==> src/hdl/pom_pkg.sv <==
// Shared types and constants of the perturb-and-observe power point tracker.
package pom_pkg;

  localparam int unsigned CfgDataW = 12;

  // Power is (current * quarter voltage) / 1000, done as a reciprocal multiply.
  localparam int unsigned RecipShift = 32;
  localparam logic [22:0] Recip1000  = 23'd4294968;

  localparam logic [9:0]  StepSizeReset         = 10'd16;
  localparam logic [11:0] SettingMaxReset       = 12'd4000;
  localparam logic [11:0] SettingMinReset       = 12'd100;
  localparam logic [11:0] SettingNominalReset   = 12'd2048;
  localparam logic [9:0]  PerturbsPerCycleReset = 10'd100;

  typedef enum logic [2:0] {
    CfgStepSize         = 3'd0,
    CfgSettingMax       = 3'd1,
    CfgSettingMin       = 3'd2,
    CfgSettingNominal   = 3'd3,
    CfgPerturbsPerCycle = 3'd4
  } cfg_index_e;

  typedef struct packed {
    logic                valid;
    cfg_index_e          index;
    logic [CfgDataW-1:0] data;
  } cfg_wr_t;

  typedef struct packed {
    logic [2:0]  panel;
    logic [11:0] current_sample;
    logic [11:0] voltage_sample;
    logic        shutdown;
    logic        cycle_start;
  } in_item_t;

  typedef struct packed {
    logic [2:0]  panel;
    logic        shutdown;
    logic        cycle_start;
    logic [12:0] power;
  } work_t;

  typedef struct packed {
    logic [2:0]  panel_out;
    logic [11:0] current_setting;
    logic        direction_up;
    logic [12:0] power_value;
    logic        perturbed;
    logic        cycle_done;
  } out_item_t;

endpackage

==> src/hdl/perturb_observe_mppt.sv <==
// Top level of the multi-panel perturb-and-observe power point tracker.
//
//   Channel   Handshake                  Payload
//   --------  -------------------------  ------------------------------------
//   samples   push / full                in_item_i  (pom_pkg::in_item_t)
//   results   empty / pop                out_item_o (pom_pkg::out_item_t)
//   config    cfg_valid_i / cfg_ready_o  cfg_index_i, cfg_data_i
//
// One item is accepted per clock cycle while full is low; each item passes
// through the two power stages and the work queue to the back end, whose result
// waits in the result queue before it reaches the result ports.
// The rate is set by the back end, which reads and writes one panel's state per
// cycle. Reset puts every panel at the nominal setting, direction up, count
// zero, and loads the reset values of the settings. A stalled result side fills
// the output queue, then the work queue, then the power pipeline before full rises.
//
// The front end multiplies current by the quarter voltage, then divides by
// 1000 through a registered reciprocal multiply. A four-item work queue
// decouples it from the back end, which compares power with the panel's stored
// baseline, flips direction when it did not rise (not while shut down), and moves
// the setting by one step, falling back to nominal outside min..max.
module perturb_observe_mppt #(
  parameter int unsigned PANEL_COUNT = 6
) (
  input  logic               clk_i,
  input  logic               rst_ni,
  input  logic               push,
  output logic               full,
  input  pom_pkg::in_item_t  in_item_i,
  output logic               empty,
  input  logic               pop,
  output pom_pkg::out_item_t out_item_o,
  input  logic               cfg_valid_i,
  output logic               cfg_ready_o,
  input  logic [2:0]         cfg_index_i,
  input  logic [11:0]        cfg_data_i
);

  import pom_pkg::*;

  localparam int unsigned WorkDepth = 4;
  localparam int unsigned ResDepth  = 2;

  work_t     work_in, work_out;
  out_item_t res;
  cfg_wr_t   cfg;
  logic      work_push, work_full, work_pop, work_empty;
  logic      res_push, res_full;

  // Settings are plain registers, so a write is always taken at once.
  assign cfg_ready_o = 1'b1;
  assign cfg.valid   = cfg_valid_i;
  assign cfg.index   = cfg_index_e'(cfg_index_i);
  assign cfg.data    = cfg_data_i;

  pom_front u_front (
    .clk_i       (clk_i),
    .rst_ni      (rst_ni),
    .push_i      (push),
    .full_o      (full),
    .in_item_i   (in_item_i),
    .work_push_o (work_push),
    .work_o      (work_in),
    .work_full_i (work_full)
  );

  pom_fifo #(
    .Width ($bits(work_t)),
    .Depth (WorkDepth)
  ) u_work_fifo (
    .clk_i   (clk_i),
    .rst_ni  (rst_ni),
    .push_i  (work_push),
    .data_i  (work_in),
    .full_o  (work_full),
    .pop_i   (work_pop),
    .data_o  (work_out),
    .empty_o (work_empty)
  );

  pom_back #(
    .PanelCount (PANEL_COUNT)
  ) u_back (
    .clk_i        (clk_i),
    .rst_ni       (rst_ni),
    .cfg_i        (cfg),
    .work_empty_i (work_empty),
    .work_i       (work_out),
    .work_pop_o   (work_pop),
    .res_full_i   (res_full),
    .res_push_o   (res_push),
    .res_o        (res)
  );

  // Results wait here, so the back end keeps working while pop is low until the queue is full.
  pom_fifo #(
    .Width ($bits(out_item_t)),
    .Depth (ResDepth)
  ) u_res_fifo (
    .clk_i   (clk_i),
    .rst_ni  (rst_ni),
    .push_i  (res_push),
    .data_i  (res),
    .full_o  (res_full),
    .pop_i   (pop),
    .data_o  (out_item_o),
    .empty_o (empty)
  );

endmodule

==> src/hdl/pom_fifo.sv <==
// Small first-in first-out queue built from registers.
module pom_fifo #(
  parameter int unsigned Width = 8,
  parameter int unsigned Depth = 4
) (
  input  logic             clk_i,
  input  logic             rst_ni,
  input  logic             push_i,
  input  logic [Width-1:0] data_i,
  output logic             full_o,
  input  logic             pop_i,
  output logic [Width-1:0] data_o,
  output logic             empty_o
);

  localparam int unsigned PtrW = (Depth > 1) ? $clog2(Depth) : 1;
  localparam int unsigned CntW = $clog2(Depth + 1);

  logic [Width-1:0] mem_q [Depth];
  logic [PtrW-1:0]  wr_ptr_q, wr_ptr_d, rd_ptr_q, rd_ptr_d;
  logic [CntW-1:0]  cnt_q, cnt_d;
  logic             wr_en, rd_en;

  assign full_o  = (cnt_q == CntW'(Depth));
  assign empty_o = (cnt_q == '0);
  assign wr_en   = push_i && !full_o;
  assign rd_en   = pop_i && !empty_o;
  assign data_o  = mem_q[rd_ptr_q];

  always_comb begin
    wr_ptr_d = wr_ptr_q;
    rd_ptr_d = rd_ptr_q;
    cnt_d    = cnt_q;
    if (wr_en) begin
      wr_ptr_d = (wr_ptr_q == PtrW'(Depth - 1)) ? '0 : wr_ptr_q + 1'b1;
    end
    if (rd_en) begin
      rd_ptr_d = (rd_ptr_q == PtrW'(Depth - 1)) ? '0 : rd_ptr_q + 1'b1;
    end
    if (wr_en && !rd_en) begin
      cnt_d = cnt_q + 1'b1;
    end else if (rd_en && !wr_en) begin
      cnt_d = cnt_q - 1'b1;
    end
  end

  always_ff @(posedge clk_i or negedge rst_ni) begin
    if (!rst_ni) begin
      wr_ptr_q <= '0;
      rd_ptr_q <= '0;
      cnt_q    <= '0;
    end else begin
      wr_ptr_q <= wr_ptr_d;
      rd_ptr_q <= rd_ptr_d;
      cnt_q    <= cnt_d;
    end
  end

  always_ff @(posedge clk_i) begin
    if (wr_en) begin
      mem_q[wr_ptr_q] <= data_i;
    end
  end

endmodule

==> src/hdl/pom_front.sv <==
// Front end: accepts samples and computes panel power in a two-stage pipeline.
module pom_front (
  input  logic             clk_i,
  input  logic             rst_ni,
  input  logic             push_i,
  output logic             full_o,
  input  pom_pkg::in_item_t in_item_i,
  output logic             work_push_o,
  output pom_pkg::work_t   work_o,
  input  logic             work_full_i
);

  import pom_pkg::*;

  logic        s1_v_q, s1_v_d, s2_v_q, s2_v_d;
  logic [2:0]  s1_panel_q, s2_panel_q;
  logic        s1_shut_q, s2_shut_q, s1_start_q, s2_start_q;
  logic [21:0] s1_prod_q;
  logic [12:0] s2_power_q;
  logic [44:0] scaled;
  logic        s2_free, s1_free, accept, s2_load;

  assign s2_free = !s2_v_q || !work_full_i;
  assign s1_free = !s1_v_q || s2_free;
  assign full_o  = !s1_free;
  assign accept  = push_i && s1_free;
  assign s2_load = s1_v_q && s2_free;

  assign scaled = 45'(s1_prod_q) * 45'(Recip1000);

  always_comb begin
    s1_v_d = s1_v_q;
    s2_v_d = s2_v_q;
    if (s2_free) begin
      s2_v_d = s1_v_q;
      s1_v_d = 1'b0;
    end
    if (accept) begin
      s1_v_d = 1'b1;
    end
  end

  always_ff @(posedge clk_i or negedge rst_ni) begin
    if (!rst_ni) begin
      s1_v_q <= 1'b0;
      s2_v_q <= 1'b0;
    end else begin
      s1_v_q <= s1_v_d;
      s2_v_q <= s2_v_d;
    end
  end

  always_ff @(posedge clk_i) begin
    if (accept) begin
      s1_panel_q <= in_item_i.panel;
      s1_shut_q  <= in_item_i.shutdown;
      s1_start_q <= in_item_i.cycle_start;
      s1_prod_q  <= 22'(in_item_i.current_sample) * 22'(in_item_i.voltage_sample[11:2]);
    end
    if (s2_load) begin
      s2_panel_q <= s1_panel_q;
      s2_shut_q  <= s1_shut_q;
      s2_start_q <= s1_start_q;
      s2_power_q <= scaled[RecipShift+12:RecipShift];
    end
  end

  assign work_push_o        = s2_v_q && !work_full_i;
  assign work_o.panel       = s2_panel_q;
  assign work_o.shutdown    = s2_shut_q;
  assign work_o.cycle_start = s2_start_q;
  assign work_o.power       = s2_power_q;

endmodule

==> src/hdl/pom_back.sv <==
// Back end: per-panel tracking state, compare and perturb, and the settings.
module pom_back #(
  parameter int unsigned PanelCount = 6
) (
  input  logic              clk_i,
  input  logic              rst_ni,
  input  pom_pkg::cfg_wr_t  cfg_i,
  input  logic              work_empty_i,
  input  pom_pkg::work_t    work_i,
  output logic              work_pop_o,
  input  logic              res_full_i,
  output logic              res_push_o,
  output pom_pkg::out_item_t res_o
);

  import pom_pkg::*;

  localparam int unsigned IdxW = (PanelCount > 1) ? $clog2(PanelCount) : 1;

  logic [9:0]  step_q, ppc_q;
  logic [11:0] max_q, min_q, nom_q;

  logic [11:0] setting_q [PanelCount];
  logic        dir_q     [PanelCount];
  logic [12:0] prev_q    [PanelCount];
  logic [9:0]  count_q   [PanelCount];

  logic        go, in_range, upd, do_p;
  logic [IdxW-1:0] idx;
  logic [11:0] setting_d;
  logic        dir_d;
  logic [12:0] prev_d;
  logic [9:0]  count_d;
  logic signed [13:0] moved;

  assign go         = !work_empty_i && !res_full_i;
  assign work_pop_o = go;
  assign res_push_o = go;
  assign idx        = IdxW'(work_i.panel);
  assign in_range   = (32'(work_i.panel) < PanelCount);

  always_comb begin
    setting_d = setting_q[idx];
    dir_d     = dir_q[idx];
    prev_d    = prev_q[idx];
    count_d   = count_q[idx];
    upd       = 1'b0;
    do_p      = 1'b0;
    if (work_i.cycle_start) begin
      upd     = 1'b1;
      prev_d  = work_i.power;
      dir_d   = 1'b1;
      count_d = '0;
      do_p    = (ppc_q != '0) && !work_i.shutdown;
    end else if (count_q[idx] < ppc_q) begin
      upd     = 1'b1;
      if (!work_i.shutdown && (work_i.power <= prev_q[idx])) begin
        dir_d = !dir_q[idx];
      end
      prev_d  = work_i.power;
      count_d = count_q[idx] + 1'b1;
      do_p    = (count_d < ppc_q) && !work_i.shutdown;
    end
    moved = dir_d ? $signed({2'b00, setting_q[idx]}) + $signed({4'b0000, step_q})
                  : $signed({2'b00, setting_q[idx]}) - $signed({4'b0000, step_q});
    if (do_p) begin
      if (moved > $signed({2'b00, max_q}) || moved < $signed({2'b00, min_q})) begin
        setting_d = nom_q;
      end else begin
        setting_d = moved[11:0];
      end
    end
  end

  always_comb begin
    res_o.panel_out   = work_i.panel;
    res_o.power_value = work_i.power;
    if (in_range) begin
      res_o.current_setting = setting_d;
      res_o.direction_up    = dir_d;
      res_o.perturbed       = do_p;
      res_o.cycle_done      = (count_d >= ppc_q);
    end else begin
      res_o.current_setting = '0;
      res_o.direction_up    = 1'b0;
      res_o.perturbed       = 1'b0;
      res_o.cycle_done      = 1'b0;
    end
  end

  always_ff @(posedge clk_i or negedge rst_ni) begin
    if (!rst_ni) begin
      step_q <= StepSizeReset;
      max_q  <= SettingMaxReset;
      min_q  <= SettingMinReset;
      nom_q  <= SettingNominalReset;
      ppc_q  <= PerturbsPerCycleReset;
    end else if (cfg_i.valid) begin
      case (cfg_i.index)
        CfgStepSize:         step_q <= cfg_i.data[9:0];
        CfgSettingMax:       max_q  <= cfg_i.data;
        CfgSettingMin:       min_q  <= cfg_i.data;
        CfgSettingNominal:   nom_q  <= cfg_i.data;
        CfgPerturbsPerCycle: ppc_q  <= cfg_i.data[9:0];
        default: begin
        end
      endcase
    end
  end

  always_ff @(posedge clk_i or negedge rst_ni) begin
    if (!rst_ni) begin
      for (int i = 0; i < PanelCount; i++) begin
        setting_q[i] <= SettingNominalReset;
        dir_q[i]     <= 1'b1;
        count_q[i]   <= '0;
      end
    end else if (go && in_range && upd) begin
      setting_q[idx] <= setting_d;
      dir_q[idx]     <= dir_d;
      count_q[idx]   <= count_d;
    end
  end

  // The baseline power has no reset; it is valid once a cycle start has been seen.
  always_ff @(posedge clk_i) begin
    if (go && in_range && upd) begin
      prev_q[idx] <= prev_d;
    end
  end

endmodule

==> config.mk <==
export PLATFORM = sky130hd
export DESIGN_NAME = perturb_observe_mppt
export DESIGN_NICKNAME = d
export VERILOG_FILES = /design/src/hdl/pom_pkg.sv /design/src/hdl/perturb_observe_mppt.sv /design/src/hdl/pom_fifo.sv /design/src/hdl/pom_front.sv /design/src/hdl/pom_back.sv
export SDC_FILE = /design/constraint.sdc
export NUM_CORES = 1
export LEC_CHECK = 0
export BUFFER_PORTS_ARGS = -buffer_cell sky130_fd_sc_hd__buf_2
export CAP_MARGIN = 10
export CORE_UTILIZATION = 35
export DETAILED_ROUTE_END_ITERATION = 10
export PLACE_DENSITY = 0.62
export RECOVER_POWER = 100
export SETUP_SLACK_MARGIN = 0.1
export SYNTH_ARGS = -nofsm -noshare
export SYNTH_HDL_FRONTEND = slang
export SYNTH_SLANG_ARGS = --single-unit
==> constraint.sdc <==
create_clock -name clk_i -period 9.7 [get_ports clk_i]
set_input_delay 1.455 -clock clk_i [delete_from_list [all_inputs] [get_ports clk_i]]
set_output_delay 1.455 -clock clk_i [all_outputs]
set_load 0.005 [all_outputs]
# == Word-level counts from Yosys, hierarchy flattened ==
# Memories as Yosys holds them, arrays and structs flattened.
# Cells that the tools add are included.
# W data, S select, Z words.
# word_totals
register_bits,252
mem_bits_rw,212
in_bits,49
output_inout_bits,34
word_cells,169
memories,3
# op_classes
n_addsub,11
multipliers,2
order_cmp,9
n_eq_ne,8
muxes,50
bitwise,1
n_reduce_logical,46
# mem_list
memory,words,width,rd,rd_clocked_by_memory_dff,wr,line,source
u_back.prev_q,6,13,1,0,1,pom_back.sv:25,logic [12:0] prev_q [PanelCount];
u_work_fifo.mem_q,4,18,1,0,1,pom_fifo.sv:19,logic [Width-1:0] mem_q [Depth];
u_res_fifo.mem_q,2,31,1,0,1,pom_fifo.sv:19,
# ops
cell,n
$bwmux W72,1
$bwmux W60,1
$mux W12,5
$mux W10,5
$mul A22 B20 Y42 const B,1
$mux W13,3
$bmux W12 S3,1
$demux W12 S3,1
$bmux W10 S3,1
$demux W10 S3,1
$mul A12 B10 Y22,1
$lt A10 B10 Y1,2
$mux W1,20
$logic_and A1 B1 Y1,18
$gt A14 B13 Y1,1
$lt A14 B13 Y1,1
$mux W14,1
$add A12 B10 Y13,1
$le A13 B13 Y1,1
$logic_not A1 Y1,13
$sub A12 B10 Y13,1
$add A10 B1 Y10 const B,1
$ge A10 B10 Y1,1
$mux W2,5
other kinds (23),40

# == Longest topological paths before layout ==
# An unclocked memory read counts as a cell.
# depth
word_depth,15
depth_mapped,35
mapped_depth_nobuf,29

# == Cells and area by module ==
# A second synthesis with hierarchy kept.
# unflattened
hier_cells,2926
hier_area_um2,31970.7
# by_module_without_submodules
mod,n_inst,cells_per_inst,area_per_inst_um2,seq_area_each_um2
pom_back,1,1552,15252.1,7229.4
pom_front,1,1125,11085.6,1401.3
pom_fifo at u_work_fifo,1,131,3034.2,2337.2
pom_fifo at u_res_fifo,1,116,2587.5,1961.9
perturb_observe_mppt,1,2,11.3,0.0

# == Worst setup path after synthesis ==
# Ideal clock, no wire load.
# synth_path
path_type,flip-flop to flip-flop
start,register u_work_fifo.rd_ptr_q[0]
end,memory u_res_fifo.mem_q[0][23] (netlist bit) (data pin)
setup_time_ps,149
arrival_ps,6992
required_time_ps,9551
path_slack_ps,2559
stages_incl_launch_ff,35
n_path_buf,6
period_less_slack_ps,7141
path_cell_list,dfrtp_1 buf_6 buf_12 mux2i_1 mux2_4 inv_4 buf_4 buf_2 buf_1 mux2_2 o221ai_1 o21ai_0 o21ai_0 ha_1 a21oi_1 nor2_1 a2111oi_0 o31ai_1 a31oi_1 nand3_2 buf_6 a21oi_1 a31oi_1 xnor2_1 inv_1 ha_1 o21a_1 o2111ai_1 a21oi_1 nor2_1 o32ai_1 a211oi_1 or4b_1 o311a_2 nor2_1
# synth_lines
element,line,source
"start, declared",pom_fifo.sv:20,"logic [PtrW-1:0] wr_ptr_q, wr_ptr_d, rd_ptr_q, rd_ptr_d;"
"start signal, assigned",pom_fifo.sv:54,rd_ptr_q <= rd_ptr_d;
"end, declared",pom_fifo.sv:19,

==> metrics.log <==
[metrics] data required time of the worst path: 10.04 ns
[metrics] die span in x: 302 um
[metrics] standard-cell rows: 109
[metrics] hold crit path type: flip-flop to flip-flop
[metrics] transition time at the pin with the least slew margin: 6.02 ns
[metrics] net total in the final layout: around 3500
[metrics] RSZ-0062 raised after global routing: no
[metrics] Final TNS setup: 0 ns
[metrics] Sink Count: 464
[metrics] post-synthesis area per instance: 10.9 sq um
[metrics] highest clock rate: 114 MHz
[metrics] depth of the worst hold-timing path: 0
[metrics] relative slew slack: -3.01
[metrics] share of layout cells above drive strength 1: 0.109
[metrics] longest individual stage delay on the worst path: 0.61 ns
[metrics] portion of the post-synthesis area used by sequential elements: 0.410
[metrics] mux share of post-synthesis cell area: 0.0524
[metrics] Setup crit start kind: flip-flop
[metrics] diodes inserted: 0
[metrics] number of pins exceeding their max-slew limit in the final report: 512
[metrics] Arr. time, crit path: approximately 9 ns
[metrics] final clock period utilization by the worst path: 0.904
[metrics] most used flip-flop cell after synthesis: sky130_fd_sc_hd__edfxtp_1
[metrics] endpoint of the worst-slack reg-to-reg timing path: u_res_fifo.mem_q[1][17]$_DFFE_PP_
[metrics] Reg2Reg Launch Point: u_work_fifo.rd_ptr_q[0]$_DFFE_PN0P_
[metrics] flops & latches, synth: 464
[metrics] global-route usage over all layers: 0.164
[metrics] total of warnings raised by yosys: 0
[metrics] vertical die dimension: 302 um
[metrics] CP Class: flip-flop to flip-flop
[metrics] Post-synth EDFFs: about 260
[metrics] status: finished, violations left
[metrics] number of buffers inserted by port buffering: just under 80
[metrics] count of instances resized after the clock tree is built: 0
[metrics] total congestion overflow: 0
[metrics] worst setup skew after layout: 0.0367 ns
[metrics] global-route wire length before repair: 118 mm
[metrics] count of TritonRoute iterations in the first routing pass: 5
[metrics] fill count: around 8600
[metrics] fraction of the mapped netlist area in simple logic gates: 0.0961
[metrics] clock buffer depth: 3
[metrics] number of global-route vias before repair: 21400
[metrics] detailed-route wire length per cell: 17.8 um
[metrics] maximum number of pins on one net before global-route repair: ~110
[metrics] compound-cell area share of the yosys netlist: 0.118
[metrics] residual antenna-violating net count after detailed routing: 0
[metrics] final critical-path required period: 8.77 ns
[metrics] initial antenna violation count: 3
[metrics] crit end category: flip-flop
[metrics] Clock Latency Late Sink: 0.61 ns
[metrics] final number of hold-violating endpoints: 0
[metrics] total vias in the final route: 21100
[metrics] die area: between 90000 and 100000 sq um
[metrics] number of distinct standard cells referenced by the synthesized netlist: 101
[metrics] dominant combinational cell family by area after synthesis: adder cells
[metrics] Post-synth ARST share: 0.446
[metrics] worst-case hold path end point: u_front.s2_panel_q[2]$_DFFE_PP_
[metrics] number of buffers inserted by post-CTS setup repair: 0
[metrics] dpl hpwl: between 50 and 60 mm
[metrics] xor and xnor fraction of the mapped netlist area: 0.0168
[metrics] synthesized-area fraction occupied by adder cells: 0.243
[metrics] count of H-tree levels built during CTS: 2
[metrics] cts-stage hold buffer count: 0
[metrics] CTS tree: done
[metrics] final setup violation count: 0
[metrics] DRC violation count after routing: 0
[metrics] Inserted Clock Buffers: 51
[metrics] I/O pin count: 83
[metrics] number of max-cap violations: 12
[metrics] violated checks: capacitance limit, slew limit
[metrics] Core Box Area: 88800 sq um
[metrics] Post-Syn Area: 31600 sq um
[metrics] source of the worst hold timing path: u_front.s1_panel_q[2]$_DFFE_PP_
[metrics] cell depth of the worst flop-to-flop path: 31
[metrics] effective utilization at floorplan: 0.355
[metrics] Net Count, Synth: about 3400
[metrics] Vias per Instance: 5.09
[metrics] Clock Tree Root: sky130_fd_sc_hd__clkbuf_16
[metrics] clock transition time at the flip-flop clock pins of the worst setup and hold paths: 0.06 ns
[metrics] Layout area overhead: 9.89%
[metrics] critical path peak fanout: 17
[metrics] Post-Synthesis Cells: ~2900
[metrics] critical path's slowest cell: sky130_fd_sc_hd__dfrtp_1
[metrics] final weighted congestion in routability-driven placement: 0.890
[metrics] Starting DRT DRC Count: 1348
[metrics] Reg2Reg Setup Slack: just over 0.9 ns
[metrics] post-detailed-routing wire length: 74.0 mm
per-layer routing:
layer | global-route usage | vias to the layer above | share of wire
met4 | 0.0510 | 6 | 0.029
li1 | - | 10100 | -
met2 | 0.282 | 462 | 0.48
met1 | 0.214 | 10400 | 0.44
met5 | 0 | - | 0.00057
met3 | 0.0202 | 132 | 0.042
stage by stage:
step / hold WS [ns] / std cells / setup slack (ns) / area, sq um / utilization
floorplan: 0.400 / 2882 / 2.56 / 31600 / -
global placement: 0.404 / 4050 / 1.28 / 33200 / 0.374
detailed placement: 0.409 / 4050 / 1.23 / 33200 / 0.374
CTS: 0.425 / 4146 / 1.22 / 34900 / 0.393
global route: 0.432 / 4146 / 0.330 / 34700 / 0.391
finish: 0.423 / 4146 / 0.927 / 34700 / 0.391
flip-flops by register name (all words and copies together) (netlist names), 3 cells and up:
signal and count:
u_back.max_q 12, u_front.s1_prod_q 22, u_back.step_q 10, u_front.s1_panel_q 3, u_back.count_q 60, u_front.s2_panel_q 3, u_back.nom_q 12, u_back.dir_q 6
u_back.setting_q 72, u_work_fifo.cnt_q 3, u_res_fifo.mem_q 62, u_back.ppc_q 10, u_back.min_q 12, u_work_fifo.mem_q 72, u_back.prev_q 78, u_front.s2_power_q 13
cells in the final DEF, fill, tap and decap left out, types with 17 or more instances in the layout:
cell type	count
sky130_fd_sc_hd__a21o_1	29
sky130_fd_sc_hd__a21oi_1	100
sky130_fd_sc_hd__a221oi_1	17
sky130_fd_sc_hd__a22oi_1	24
sky130_fd_sc_hd__and2_1	54
sky130_fd_sc_hd__buf_2	59
sky130_fd_sc_hd__buf_4	26
sky130_fd_sc_hd__clkbuf_1	38
sky130_fd_sc_hd__clkbuf_16	53
sky130_fd_sc_hd__dfrtp_1	181
sky130_fd_sc_hd__dfstp_2	26
sky130_fd_sc_hd__edfxtp_1	257
sky130_fd_sc_hd__fa_1	178
sky130_fd_sc_hd__ha_1	328
sky130_fd_sc_hd__inv_1	382
sky130_fd_sc_hd__mux2_2	59
sky130_fd_sc_hd__mux2i_1	45
sky130_fd_sc_hd__mux4_2	18
sky130_fd_sc_hd__nand2_1	314
sky130_fd_sc_hd__nand2b_1	17
sky130_fd_sc_hd__nand3_1	30
sky130_fd_sc_hd__nor2_1	117
sky130_fd_sc_hd__nor3_1	34
sky130_fd_sc_hd__o21ai_0	224
sky130_fd_sc_hd__o221ai_1	21
sky130_fd_sc_hd__xnor2_1	44
worst max-delay path by stage:
stage | from | to | slack [ns] | depth (start not counted)
5_1_grt | u_work_fifo.rd_ptr_q[0]$_DFFE_PN0P_ | u_back.setting_q[42]$_DFFE_PN0P_ | 0.33 | 30
3_3_place_gp | u_work_fifo.rd_ptr_q[0]$_DFFE_PN0P_ | u_res_fifo.mem_q[0][27]$_DFFE_PP_ | 1.28 | 30
3_5_place_dp | u_work_fifo.rd_ptr_q[0]$_DFFE_PN0P_ | u_res_fifo.mem_q[1][27]$_DFFE_PP_ | 1.23 | 30
2_1_floorplan | u_work_fifo.rd_ptr_q[0]$_DFFE_PN0P_ | u_res_fifo.mem_q[0][23]$_DFFE_PP_ | 2.56 | 34
6_report | u_work_fifo.rd_ptr_q[0]$_DFFE_PN0P_ | u_res_fifo.mem_q[1][17]$_DFFE_PP_ | 0.93 | 31
4_1_cts | u_work_fifo.rd_ptr_q[0]$_DFFE_PN0P_ | u_res_fifo.mem_q[0][27]$_DFFE_PP_ | 1.22 | 30
kinds of logic (layout without fill, tap and decap cells):
family / count (synthesis) / after routing
adder cells (fa/ha/maj): 506 / 506
flip-flops: 464 / 464
multiplexers: 133 / 133
buffers and inverters: 500 / 599
other: 1 / 1
AND/OR/NAND/NOR: 655 / 655
AO/OA/AOI/OAI: 565 / 565
XOR/XNOR: 58 / 58
synth_stat cells, types with 29 or more instances:
library cell               number  area share
sky130_fd_sc_hd__a21o_1        29      0.0069
sky130_fd_sc_hd__a21oi_1       99       0.016
sky130_fd_sc_hd__and2_1        60       0.012
sky130_fd_sc_hd__clkbuf_1      57      0.0068
sky130_fd_sc_hd__dfrtp_1      181        0.14
sky130_fd_sc_hd__edfxtp_1     257        0.24
sky130_fd_sc_hd__fa_1         178        0.11
sky130_fd_sc_hd__ha_1         328        0.13
sky130_fd_sc_hd__inv_1        380       0.045
sky130_fd_sc_hd__mux2_2        65       0.023
sky130_fd_sc_hd__mux2i_1       45       0.014
sky130_fd_sc_hd__nand2_1      315       0.037
sky130_fd_sc_hd__nand3_1       29      0.0046
sky130_fd_sc_hd__nor2_1       117       0.014
sky130_fd_sc_hd__nor3_1        32      0.0051
sky130_fd_sc_hd__o21ai_0      209       0.033
sky130_fd_sc_hd__xnor2_1       44       0.012
critical path: cells and delay by family, from the launching register on:
family | cells | cell delay (ns)
AO/OA/AOI/OAI | 12 | 2.02
XOR/XNOR | 1 | 0.41
adder cells (fa/ha/maj) | 2 | 0.54
buffers and inverters | 6 | 1.54
flip-flops | 1 | 0.61
multiplexers | 4 | 1.53
AND/OR/NAND/NOR | 6 | 1.83
final cells by class:
type,instances,area (sq um),share of cell area
well taps,1165,1460,0.0420
flip-flops and latches,464,12900,0.373
clock buffers,60,1370,0.0396
multi-input cells,1918,16500,0.477
clock inverters,36,305,0.00880
repair buffers,119,619,0.0179
inverters,384,1440,0.0416
Power is left out: the tool's default activity adds up to more than one toggle a clock period on the data nets, which glitch-free logic cannot reach.
